`config.mk`:
```
export PLATFORM = sky130hd
export DESIGN_NAME = battery_side_balance_controller
export DESIGN_NICKNAME = d
export VERILOG_FILES = /design/src/design/bsbc_pkg.sv /design/src/design/battery_side_balance_controller.sv /design/src/design/bsbc_regs.sv /design/src/design/bsbc_core.sv
export SDC_FILE = /design/constraint.sdc
export NUM_CORES = 1
export LEC_CHECK = 0
export ABC_AREA = 1
export ABC_CLOCK_PERIOD_IN_PS = 8800
export BUFFER_PORTS_ARGS = -buffer_cell sky130_fd_sc_hd__buf_2
export CAP_MARGIN = 10
export CORE_ASPECT_RATIO = 0.7
export CORE_MARGIN = 3
export CORE_UTILIZATION = 61
export CTS_CLUSTER_SIZE = 16
export DETAILED_ROUTE_END_ITERATION = 8
export GPL_TIMING_DRIVEN = 1
export PLACE_DENSITY = 0.79
export RECOVER_POWER = 100
export SLEW_MARGIN = 0
export SYNTH_ARGS = -nofsm -noshare
export SYNTH_HDL_FRONTEND = slang
export SYNTH_SLANG_ARGS = --single-unit
```
`constraint.sdc`:
```
create_clock -name i_clk -period 8.8 [get_ports i_clk]
set_input_delay 1.76 -clock i_clk [delete_from_list [all_inputs] [get_ports i_clk]]
set_output_delay 1.76 -clock i_clk [all_outputs]
set_load 0.01 [all_outputs]
```
`src/design/bsbc_pkg.sv`:
```
// Shared types, constants and register map for the battery side balance controller.
package bsbc_pkg;

    localparam int VOLT_WIDTH = 16;
    localparam int NUM_REGS   = 8;
    localparam int REG_IDX_W  = $clog2(NUM_REGS);

    localparam logic [VOLT_WIDTH-1:0] VOLT_FULL = {VOLT_WIDTH{1'b1}};

    localparam logic [VOLT_WIDTH-1:0] RST_INIT_THR  = VOLT_WIDTH'(25000);
    localparam logic [VOLT_WIDTH-1:0] RST_MAX_THR   = VOLT_WIDTH'(27000);
    localparam logic [VOLT_WIDTH-1:0] RST_MIN_THR   = VOLT_WIDTH'(22000);
    localparam logic [VOLT_WIDTH-1:0] RST_RAISE_MRG = VOLT_WIDTH'(500);
    localparam logic [VOLT_WIDTH-1:0] RST_LOWER_MRG = VOLT_WIDTH'(500);
    localparam logic [VOLT_WIDTH-1:0] RST_RAISE_STP = VOLT_WIDTH'(250);
    localparam logic [VOLT_WIDTH-1:0] RST_LOWER_STP = VOLT_WIDTH'(250);
    localparam logic [VOLT_WIDTH-1:0] RST_LIFE_LVL  = VOLT_WIDTH'(21000);

    typedef enum logic [REG_IDX_W-1:0] {
        REG_INIT_THR  = 3'd0,
        REG_MAX_THR   = 3'd1,
        REG_MIN_THR   = 3'd2,
        REG_RAISE_MRG = 3'd3,
        REG_LOWER_MRG = 3'd4,
        REG_RAISE_STP = 3'd5,
        REG_LOWER_STP = 3'd6,
        REG_LIFE_LVL  = 3'd7
    } t_reg_idx;

    typedef struct packed {
        logic                  from_starboard;
        logic [VOLT_WIDTH-1:0] reading_mv;
    } t_in_item;

    typedef struct packed {
        logic                  charging_side;
        logic                  swapped;
        logic                  critical_mode;
        logic [VOLT_WIDTH-1:0] threshold_now;
    } t_out_item;

    typedef struct packed {
        logic [VOLT_WIDTH-1:0] initial_threshold;
        logic [VOLT_WIDTH-1:0] thr_ceiling;
        logic [VOLT_WIDTH-1:0] thr_floor;
        logic [VOLT_WIDTH-1:0] raise_margin;
        logic [VOLT_WIDTH-1:0] lower_margin;
        logic [VOLT_WIDTH-1:0] raise_step;
        logic [VOLT_WIDTH-1:0] lower_step;
        logic [VOLT_WIDTH-1:0] life_support_level;
    } t_cfg;

    // Direct load of the working threshold on an initial_threshold write.
    typedef struct packed {
        logic                  load;
        logic [VOLT_WIDTH-1:0] value;
    } t_thr_load;

endpackage

```
`src/design/battery_side_balance_controller.sv`:
```
// Top level: input register, balance policy core, result register and config port.
//
// Usage:
//   Readings arrive on the input channel (i_in_valid / o_in_ready / i_in_item),
//   each a side flag and a voltage in millivolts. Every reading produces exactly
//   one result request on the output channel (o_out_valid / i_out_ready /
//   o_out_item): charging side, swap flag, critical mode flag and threshold.
//   Registers are written through i_cfg_valid / o_cfg_ready / i_cfg_index /
//   i_cfg_data while the block is idle (a user rule the block does not enforce);
//   o_cfg_ready is always high. Writing initial_threshold also loads the working
//   threshold immediately. A reading accepted into the input register moves to the
//   result register when that is free or being taken. Throughput: one reading per
//   cycle while the receiver does not stall; the policy state is read and updated
//   between the two registers, so readings chain without bubbles.
//   When the receiver stalls, the result register holds and one more reading
//   may wait in the input register; o_in_ready drops only when both are full.
//   Reset (synchronous, active low) restores register defaults, regular mode,
//   port charging, threshold 25000 mV, both side voltages at full scale, and
//   empties both stages.
module battery_side_balance_controller (
    input  logic                                  i_clk,
    input  logic                                  i_rst_n,
    input  logic                                  i_in_valid,
    output logic                                  o_in_ready,
    input  bsbc_pkg::t_in_item                    i_in_item,
    output logic                                  o_out_valid,
    input  logic                                  i_out_ready,
    output bsbc_pkg::t_out_item                   o_out_item,
    input  logic                                  i_cfg_valid,
    output logic                                  o_cfg_ready,
    input  logic [bsbc_pkg::REG_IDX_W-1:0]        i_cfg_index,
    input  logic [bsbc_pkg::VOLT_WIDTH-1:0]       i_cfg_data
);

    logic                r_in_valid;
    bsbc_pkg::t_in_item  r_in_item;
    logic                r_out_valid;
    bsbc_pkg::t_out_item r_out_item;

    bsbc_pkg::t_cfg      cfg;
    bsbc_pkg::t_thr_load thr_load;
    bsbc_pkg::t_out_item result;

    logic advance;
    logic in_take;
    logic cfg_wr;

    assign advance     = r_in_valid && (!r_out_valid || i_out_ready);
    assign o_in_ready  = !r_in_valid || advance;
    assign in_take     = i_in_valid && o_in_ready;
    assign o_cfg_ready = 1'b1;
    assign cfg_wr      = i_cfg_valid && o_cfg_ready;

    bsbc_regs u_regs (
        .i_clk      (i_clk),
        .i_rst_n    (i_rst_n),
        .i_wr_en    (cfg_wr),
        .i_wr_index (i_cfg_index),
        .i_wr_data  (i_cfg_data),
        .o_cfg      (cfg),
        .o_thr_load (thr_load)
    );

    bsbc_core u_core (
        .i_clk      (i_clk),
        .i_rst_n    (i_rst_n),
        .i_advance  (advance),
        .i_item     (r_in_item),
        .i_cfg      (cfg),
        .i_thr_load (thr_load),
        .o_result   (result)
    );

    always_ff @(posedge i_clk) begin
        if (!i_rst_n) begin
            r_in_valid  <= 1'b0;
            r_out_valid <= 1'b0;
        end else begin
            if (in_take) begin
                r_in_valid <= 1'b1;
            end else if (advance) begin
                r_in_valid <= 1'b0;
            end
            if (advance) begin
                r_out_valid <= 1'b1;
            end else if (i_out_ready) begin
                r_out_valid <= 1'b0;
            end
        end
    end

    always_ff @(posedge i_clk) begin
        if (in_take) begin
            r_in_item <= i_in_item;
        end
        if (advance) begin
            r_out_item <= result;
        end
    end

    assign o_out_valid = r_out_valid;
    assign o_out_item  = r_out_item;

    // a pending reading is never dropped while the result stage is stalled
    a_hold_pending: assert property (@(posedge i_clk) disable iff (!i_rst_n)
        (r_in_valid && r_out_valid && !i_out_ready) |=> r_in_valid)
        else $error("pending reading lost during output stall");

    // every processed reading lands in the result register
    a_result_after_advance: assert property (@(posedge i_clk) disable iff (!i_rst_n)
        advance |=> r_out_valid)
        else $error("processed reading produced no result");

    // an empty input stage always takes a request
    a_ready_when_empty: assert property (@(posedge i_clk) disable iff (!i_rst_n)
        !r_in_valid |-> o_in_ready)
        else $error("input stalled while input stage empty");

endmodule

```
`src/design/bsbc_regs.sv`:
```
// Configuration register file of the battery side balance controller.
module bsbc_regs (
    input  logic                                  i_clk,
    input  logic                                  i_rst_n,
    input  logic                                  i_wr_en,
    input  logic [bsbc_pkg::REG_IDX_W-1:0]        i_wr_index,
    input  logic [bsbc_pkg::VOLT_WIDTH-1:0]       i_wr_data,
    output bsbc_pkg::t_cfg                        o_cfg,
    output bsbc_pkg::t_thr_load                   o_thr_load
);

    bsbc_pkg::t_cfg r_cfg;
    bsbc_pkg::t_cfg n_cfg;

    always_comb begin
        n_cfg = r_cfg;
        if (i_wr_en) begin
            unique case (bsbc_pkg::t_reg_idx'(i_wr_index))
                bsbc_pkg::REG_INIT_THR:  n_cfg.initial_threshold  = i_wr_data;
                bsbc_pkg::REG_MAX_THR:   n_cfg.thr_ceiling        = i_wr_data;
                bsbc_pkg::REG_MIN_THR:   n_cfg.thr_floor          = i_wr_data;
                bsbc_pkg::REG_RAISE_MRG: n_cfg.raise_margin       = i_wr_data;
                bsbc_pkg::REG_LOWER_MRG: n_cfg.lower_margin       = i_wr_data;
                bsbc_pkg::REG_RAISE_STP: n_cfg.raise_step         = i_wr_data;
                bsbc_pkg::REG_LOWER_STP: n_cfg.lower_step         = i_wr_data;
                bsbc_pkg::REG_LIFE_LVL:  n_cfg.life_support_level = i_wr_data;
                default:                 n_cfg = r_cfg;
            endcase
        end
    end

    always_ff @(posedge i_clk) begin
        if (!i_rst_n) begin
            r_cfg.initial_threshold  <= bsbc_pkg::RST_INIT_THR;
            r_cfg.thr_ceiling        <= bsbc_pkg::RST_MAX_THR;
            r_cfg.thr_floor          <= bsbc_pkg::RST_MIN_THR;
            r_cfg.raise_margin       <= bsbc_pkg::RST_RAISE_MRG;
            r_cfg.lower_margin       <= bsbc_pkg::RST_LOWER_MRG;
            r_cfg.raise_step         <= bsbc_pkg::RST_RAISE_STP;
            r_cfg.lower_step         <= bsbc_pkg::RST_LOWER_STP;
            r_cfg.life_support_level <= bsbc_pkg::RST_LIFE_LVL;
        end else begin
            r_cfg <= n_cfg;
        end
    end

    assign o_cfg            = r_cfg;
    assign o_thr_load.load  = i_wr_en &&
                              (bsbc_pkg::t_reg_idx'(i_wr_index) == bsbc_pkg::REG_INIT_THR);
    assign o_thr_load.value = i_wr_data;

endmodule

```
`src/design/bsbc_core.sv`:
```
// Balance policy: side voltages, mode and threshold state plus next-state logic.
module bsbc_core (
    input  logic                  i_clk,
    input  logic                  i_rst_n,
    input  logic                  i_advance,
    input  bsbc_pkg::t_in_item    i_item,
    input  bsbc_pkg::t_cfg        i_cfg,
    input  bsbc_pkg::t_thr_load   i_thr_load,
    output bsbc_pkg::t_out_item   o_result
);

    localparam int VW = bsbc_pkg::VOLT_WIDTH;

    logic          r_critical;
    logic [VW-1:0] r_threshold;
    logic          r_charge_side;
    logic [VW-1:0] r_port_mv;
    logic [VW-1:0] r_stbd_mv;

    logic          n_critical;
    logic [VW-1:0] n_threshold;
    logic          n_charge_side;

    logic [VW-1:0] other_mv;
    logic [VW:0]   full_level;
    logic [VW:0]   low_band;
    logic [VW:0]   raised;
    logic          swap;
    logic          from_charging;

    always_comb begin
        other_mv      = i_item.from_starboard ? r_port_mv : r_stbd_mv;
        // sums carry one extra bit so they never wrap
        full_level    = {1'b0, r_threshold} + {1'b0, i_cfg.raise_margin};
        low_band      = {1'b0, r_threshold} + {1'b0, i_cfg.lower_margin};
        raised        = {1'b0, r_threshold} + {1'b0, i_cfg.raise_step};
        from_charging = (i_item.from_starboard == r_charge_side);

        swap        = 1'b0;
        n_critical  = r_critical;
        n_threshold = r_threshold;

        if (!r_critical) begin
            if (from_charging) begin
                if (({1'b0, i_item.reading_mv} >= full_level) &&
                    (r_threshold < i_cfg.thr_ceiling)) begin
                    swap        = 1'b1;
                    n_threshold = raised[VW] ? bsbc_pkg::VOLT_FULL : raised[VW-1:0];
                end
            end else if (i_item.reading_mv <= r_threshold) begin
                swap = 1'b1;
                if ({1'b0, other_mv} <= low_band) begin
                    if (r_threshold > i_cfg.thr_floor) begin
                        n_threshold = (i_cfg.lower_step >= r_threshold) ? '0
                                    : r_threshold - i_cfg.lower_step;
                    end else begin
                        n_critical = 1'b1;
                    end
                end
            end
        end else begin
            if (from_charging) begin
                if ({1'b0, i_item.reading_mv} >= full_level) begin
                    swap       = 1'b1;
                    n_critical = 1'b0;
                end
            end else if (i_item.reading_mv <= i_cfg.life_support_level) begin
                swap = 1'b1;
            end
        end

        n_charge_side = r_charge_side ^ swap;

        o_result.charging_side = n_charge_side;
        o_result.swapped       = swap;
        o_result.critical_mode = n_critical;
        o_result.threshold_now = n_threshold;
    end

    always_ff @(posedge i_clk) begin
        if (!i_rst_n) begin
            r_critical    <= 1'b0;
            r_threshold   <= bsbc_pkg::RST_INIT_THR;
            r_charge_side <= 1'b0;
            r_port_mv     <= bsbc_pkg::VOLT_FULL;
            r_stbd_mv     <= bsbc_pkg::VOLT_FULL;
        end else if (i_thr_load.load) begin
            r_threshold <= i_thr_load.value;
        end else if (i_advance) begin
            r_critical    <= n_critical;
            r_threshold   <= n_threshold;
            r_charge_side <= n_charge_side;
            if (i_item.from_starboard) begin
                r_stbd_mv <= i_item.reading_mv;
            end else begin
                r_port_mv <= i_item.reading_mv;
            end
        end
    end

endmodule
```
==> metrics.txt <==
dominant cells by area after synthesis sky130_fd_sc_hd__dfxtp_1 (25%), sky130_fd_sc_hd__ha_1 (15%), sky130_fd_sc_hd__nand2_1 (10%); HPWL after detailed placement 30.28 mm; cts bufs inserted 17; register-to-register setup slack 3.71 ns; required time of the worst setup path 9.09 ns; max capacitance violation total 1; number of iterations in the first detailed-routing pass 6; maximum clock insertion buffer count 2; register bit total from synthesis 200; floorplan die area 0.02307 mm^2; Avg Vias per Cell 6.136; area growth from synthesis to final layout 7.731%; minimum setup slack after placement 4.325 ns; count of final hold-check violations 0; starting density of the core 63.74%; worst min-delay path endpoint u_core.r_stbd_mv[3]; total wirelength of the detailed-routed design 41.39 mm; number of global-route vias before repair 11.00k; RSZ-0062 raised after global routing no; total inserted antenna cells 0; number of antenna violations at the first check in global routing 0; number of flops mapped to enable cells by yosys 36; pin count of the biggest net entering global routing 81; post-cts sizing count 0; Core Area 0.02034 mm^2; clk sink count 200; Die H 128.0 um; outcome finished, violations left; worst hold slack across all endpoints 0.4624 ns; final sum of negative setup slack 0 ns; CTS tree yes; failing checks capacitance limit, slew limit; top flip-flop cell by instance count after synthesis sky130_fd_sc_hd__dfxtp_1; total setup buffers inserted after CTS 0; synthesized instance count 1692; total DRC errors in the routed layout 0; worst-case headroom to the max-slew limit -71.46%; fmax 189.5 MHz; aggregate global-route resource usage 35.41%; hold bufs inserted after CTS 0; type of the worst min-delay path reg -> reg; fin crit share 59.95%; unique cell type count in the Yosys netlist 61; wire length of the first global-routing pass 62.94 mm; Worst Min Path Start u_core.r_stbd_mv[3]; final setup margin 3.524 ns; insertion delay of the later-clocked pin in the worst-skew pair 0.46 ns; Critical Path End Type flip-flop; pins over their slew limit 63; nets@finish 1933; Routed Antenna Nets 0; number of buffer cells added on primary ports 61; mean area per synthesized cell 7.662 um^2; WL per Instance 20.57 um; power per unit of standard cell area 179.3 mW/mm^2; part of the Yosys area used for sequential elements 33.66%; Synth async-reset ratio 0%; total number of vias 12.35k; r2r worst-path depth 26; biggest area consumer among synthesized cells sky130_fd_sc_hd__dfxtp_1; width of the die 180.2 um; critical register-to-register path endpoint u_core.r_threshold[6]; Setup violations, final 0; number of warning messages in the yosys log 0; total overflow reported by the global router 0; number of top-level pins 63; post-synth top area share 25.33%; worst hold path depth 2; Worst Tran Pin Value 2.572 ns; Setup Skew 0.01304 ns; arrival time at the worst endpoint 5.57 ns; DRC marker count from the first detailed-route iteration 1724; min cycle time layout 5.276 ns; Critical Path Source Type input port; Final Core Density 68.67%; R2R Path Start u_core.r_threshold[2]; site row count 43; GP Congestion 1.019; largest vdd supply drop 0.1703 mV; kind of critical path in -> reg; clock-pin slew on the worst setup and hold paths 0.08 ns; layout cell share with drive strength beyond 1 7.807%; clock root buffer sky130_fd_sc_hd__clkbuf_16; CTS HTree Levels 4; critical-path maximum fanout 62; leakage power summed over all cells 6.758 nW; cell area after synthesis 0.01296 mm^2; net count after synthesis 1896
[Yosys cell counts (27+ instances only)]
cell type,number
sky130_fd_sc_hd__nand2_1,353
sky130_fd_sc_hd__a21oi_1,177
sky130_fd_sc_hd__xor2_1,27
sky130_fd_sc_hd__nand3_1,92
sky130_fd_sc_hd__edfxtp_1,36
sky130_fd_sc_hd__o211ai_1,45
sky130_fd_sc_hd__inv_1,196
sky130_fd_sc_hd__o21ai_0,95
sky130_fd_sc_hd__ha_1,159
sky130_fd_sc_hd__nor2_1,75
sky130_fd_sc_hd__clkbuf_1,40
sky130_fd_sc_hd__dfxtp_1,164
[how the worst max path moves through the flow]
stage	endpoint	cells past startpoint	start
finish	u_regs.o_cfg[3]	4	i_rst_n
global route	u_core.r_threshold[2]	26	u_core.r_threshold[2]
CTS	u_core.r_threshold[9]	26	u_core.r_threshold[2]
detailed placement	u_core.r_port_mv[2]	11	i_cfg_valid
global placement	u_core.r_stbd_mv[0]	11	i_cfg_valid
floorplan	o_in_ready	2	i_out_ready
[final cells by class]
type	instances	area [um^2]
Multi-Input combinational cell	1228	7535
Fill cell	1717	6371
Sequential cell	200	4364
Inverter	212	800.8
Clock buffer	19	442.9
Tap cell	270	337.8
Timing Repair Buffer	70	331.6
Clock inverter	13	153.9
[placed cells by master (no fill, tap or decap), types with 4 or more instances in the layout]
master                      synthesis  routed
sky130_fd_sc_hd__a21boi_0           3       4
sky130_fd_sc_hd__a21o_1            10      10
sky130_fd_sc_hd__a21oi_1          177     180
sky130_fd_sc_hd__a221oi_1           8       8
sky130_fd_sc_hd__a31oi_1           10      10
sky130_fd_sc_hd__buf_2              8      37
sky130_fd_sc_hd__buf_4              1       6
sky130_fd_sc_hd__clkbuf_1          40      28
sky130_fd_sc_hd__clkbuf_16          0      17
sky130_fd_sc_hd__dfxtp_1          164     164
sky130_fd_sc_hd__edfxtp_1          36      36
sky130_fd_sc_hd__fa_1               4       4
sky130_fd_sc_hd__ha_1             159     159
sky130_fd_sc_hd__inv_1            196     196
sky130_fd_sc_hd__inv_2             13      13
sky130_fd_sc_hd__inv_6              0       4
sky130_fd_sc_hd__nand2_1          353     359
sky130_fd_sc_hd__nand2_2           22      17
sky130_fd_sc_hd__nand3_1           92      93
sky130_fd_sc_hd__nand4_1           17      18
sky130_fd_sc_hd__nor2_1            75      74
sky130_fd_sc_hd__nor2_2             7       8
sky130_fd_sc_hd__nor3_1             9       9
sky130_fd_sc_hd__nor4_1             4       4
sky130_fd_sc_hd__o211ai_1          45      45
sky130_fd_sc_hd__o21a_1             6       6
sky130_fd_sc_hd__o21ai_0           95     102
sky130_fd_sc_hd__o21ai_1           17      11
sky130_fd_sc_hd__o21bai_1           6       6
sky130_fd_sc_hd__o22ai_1           11      11
sky130_fd_sc_hd__xnor2_1           20      20
sky130_fd_sc_hd__xor2_1            27      27
[metal layers]
metal | part of all wire [%] | up-vias | track usage (%)
met5 | 0 | - | 0
met4 | 2.4 | 0 | 9.337
met3 | 15 | 82 | 10.72
met2 | 40 | 761 | 49.84
met1 | 43 | 5689 | 52.70
li1 | - | 5813 | -
[critical path, cell delays in order]
cell	delay, ns
sky130_fd_sc_hd__clkbuf_1	1.79
sky130_fd_sc_hd__inv_1	1.26
sky130_fd_sc_hd__a21oi_1	0.56
sky130_fd_sc_hd__o21ai_0	0.18
[flip-flops by register name (all words and copies together), names as in the netlist, 16 cells and up]
signal and flops:
r_in_item 17, u_core.r_port_mv 16, u_core.r_threshold 16, u_core.r_stbd_mv 16
o_out_item 19, u_regs.o_cfg 112
[kinds of logic after synthesis]
logic type | synth area share (%)
mux | 0.07722
fa+ha+maj | 15.96
flops | 33.66
buf+inv | 7.818
simple gates | 20.63
compound gates | 18.42
xor+xnor | 3.388
other cells | 0.02893
[metrics by stage]
stage	instances	total power [mW]	instance area (um^2)
after CTS	2011	2.488	14060
final	2012	2.504	13970
after floorplan	1692	1.493	12960
after global routing	2012	2.610	13970
after global placement	1979	1.672	13470
after detailed placement	1979	1.687	13470
[power by group]
| group | internal (mW) | switching [mW] |
|---|---|---|
| clock network | 0.413 | 0.404 |
| registers | 0.984 | 0.0586 |
| logic | 0.222 | 0.422 |
(Power assumes the default switching activity.)
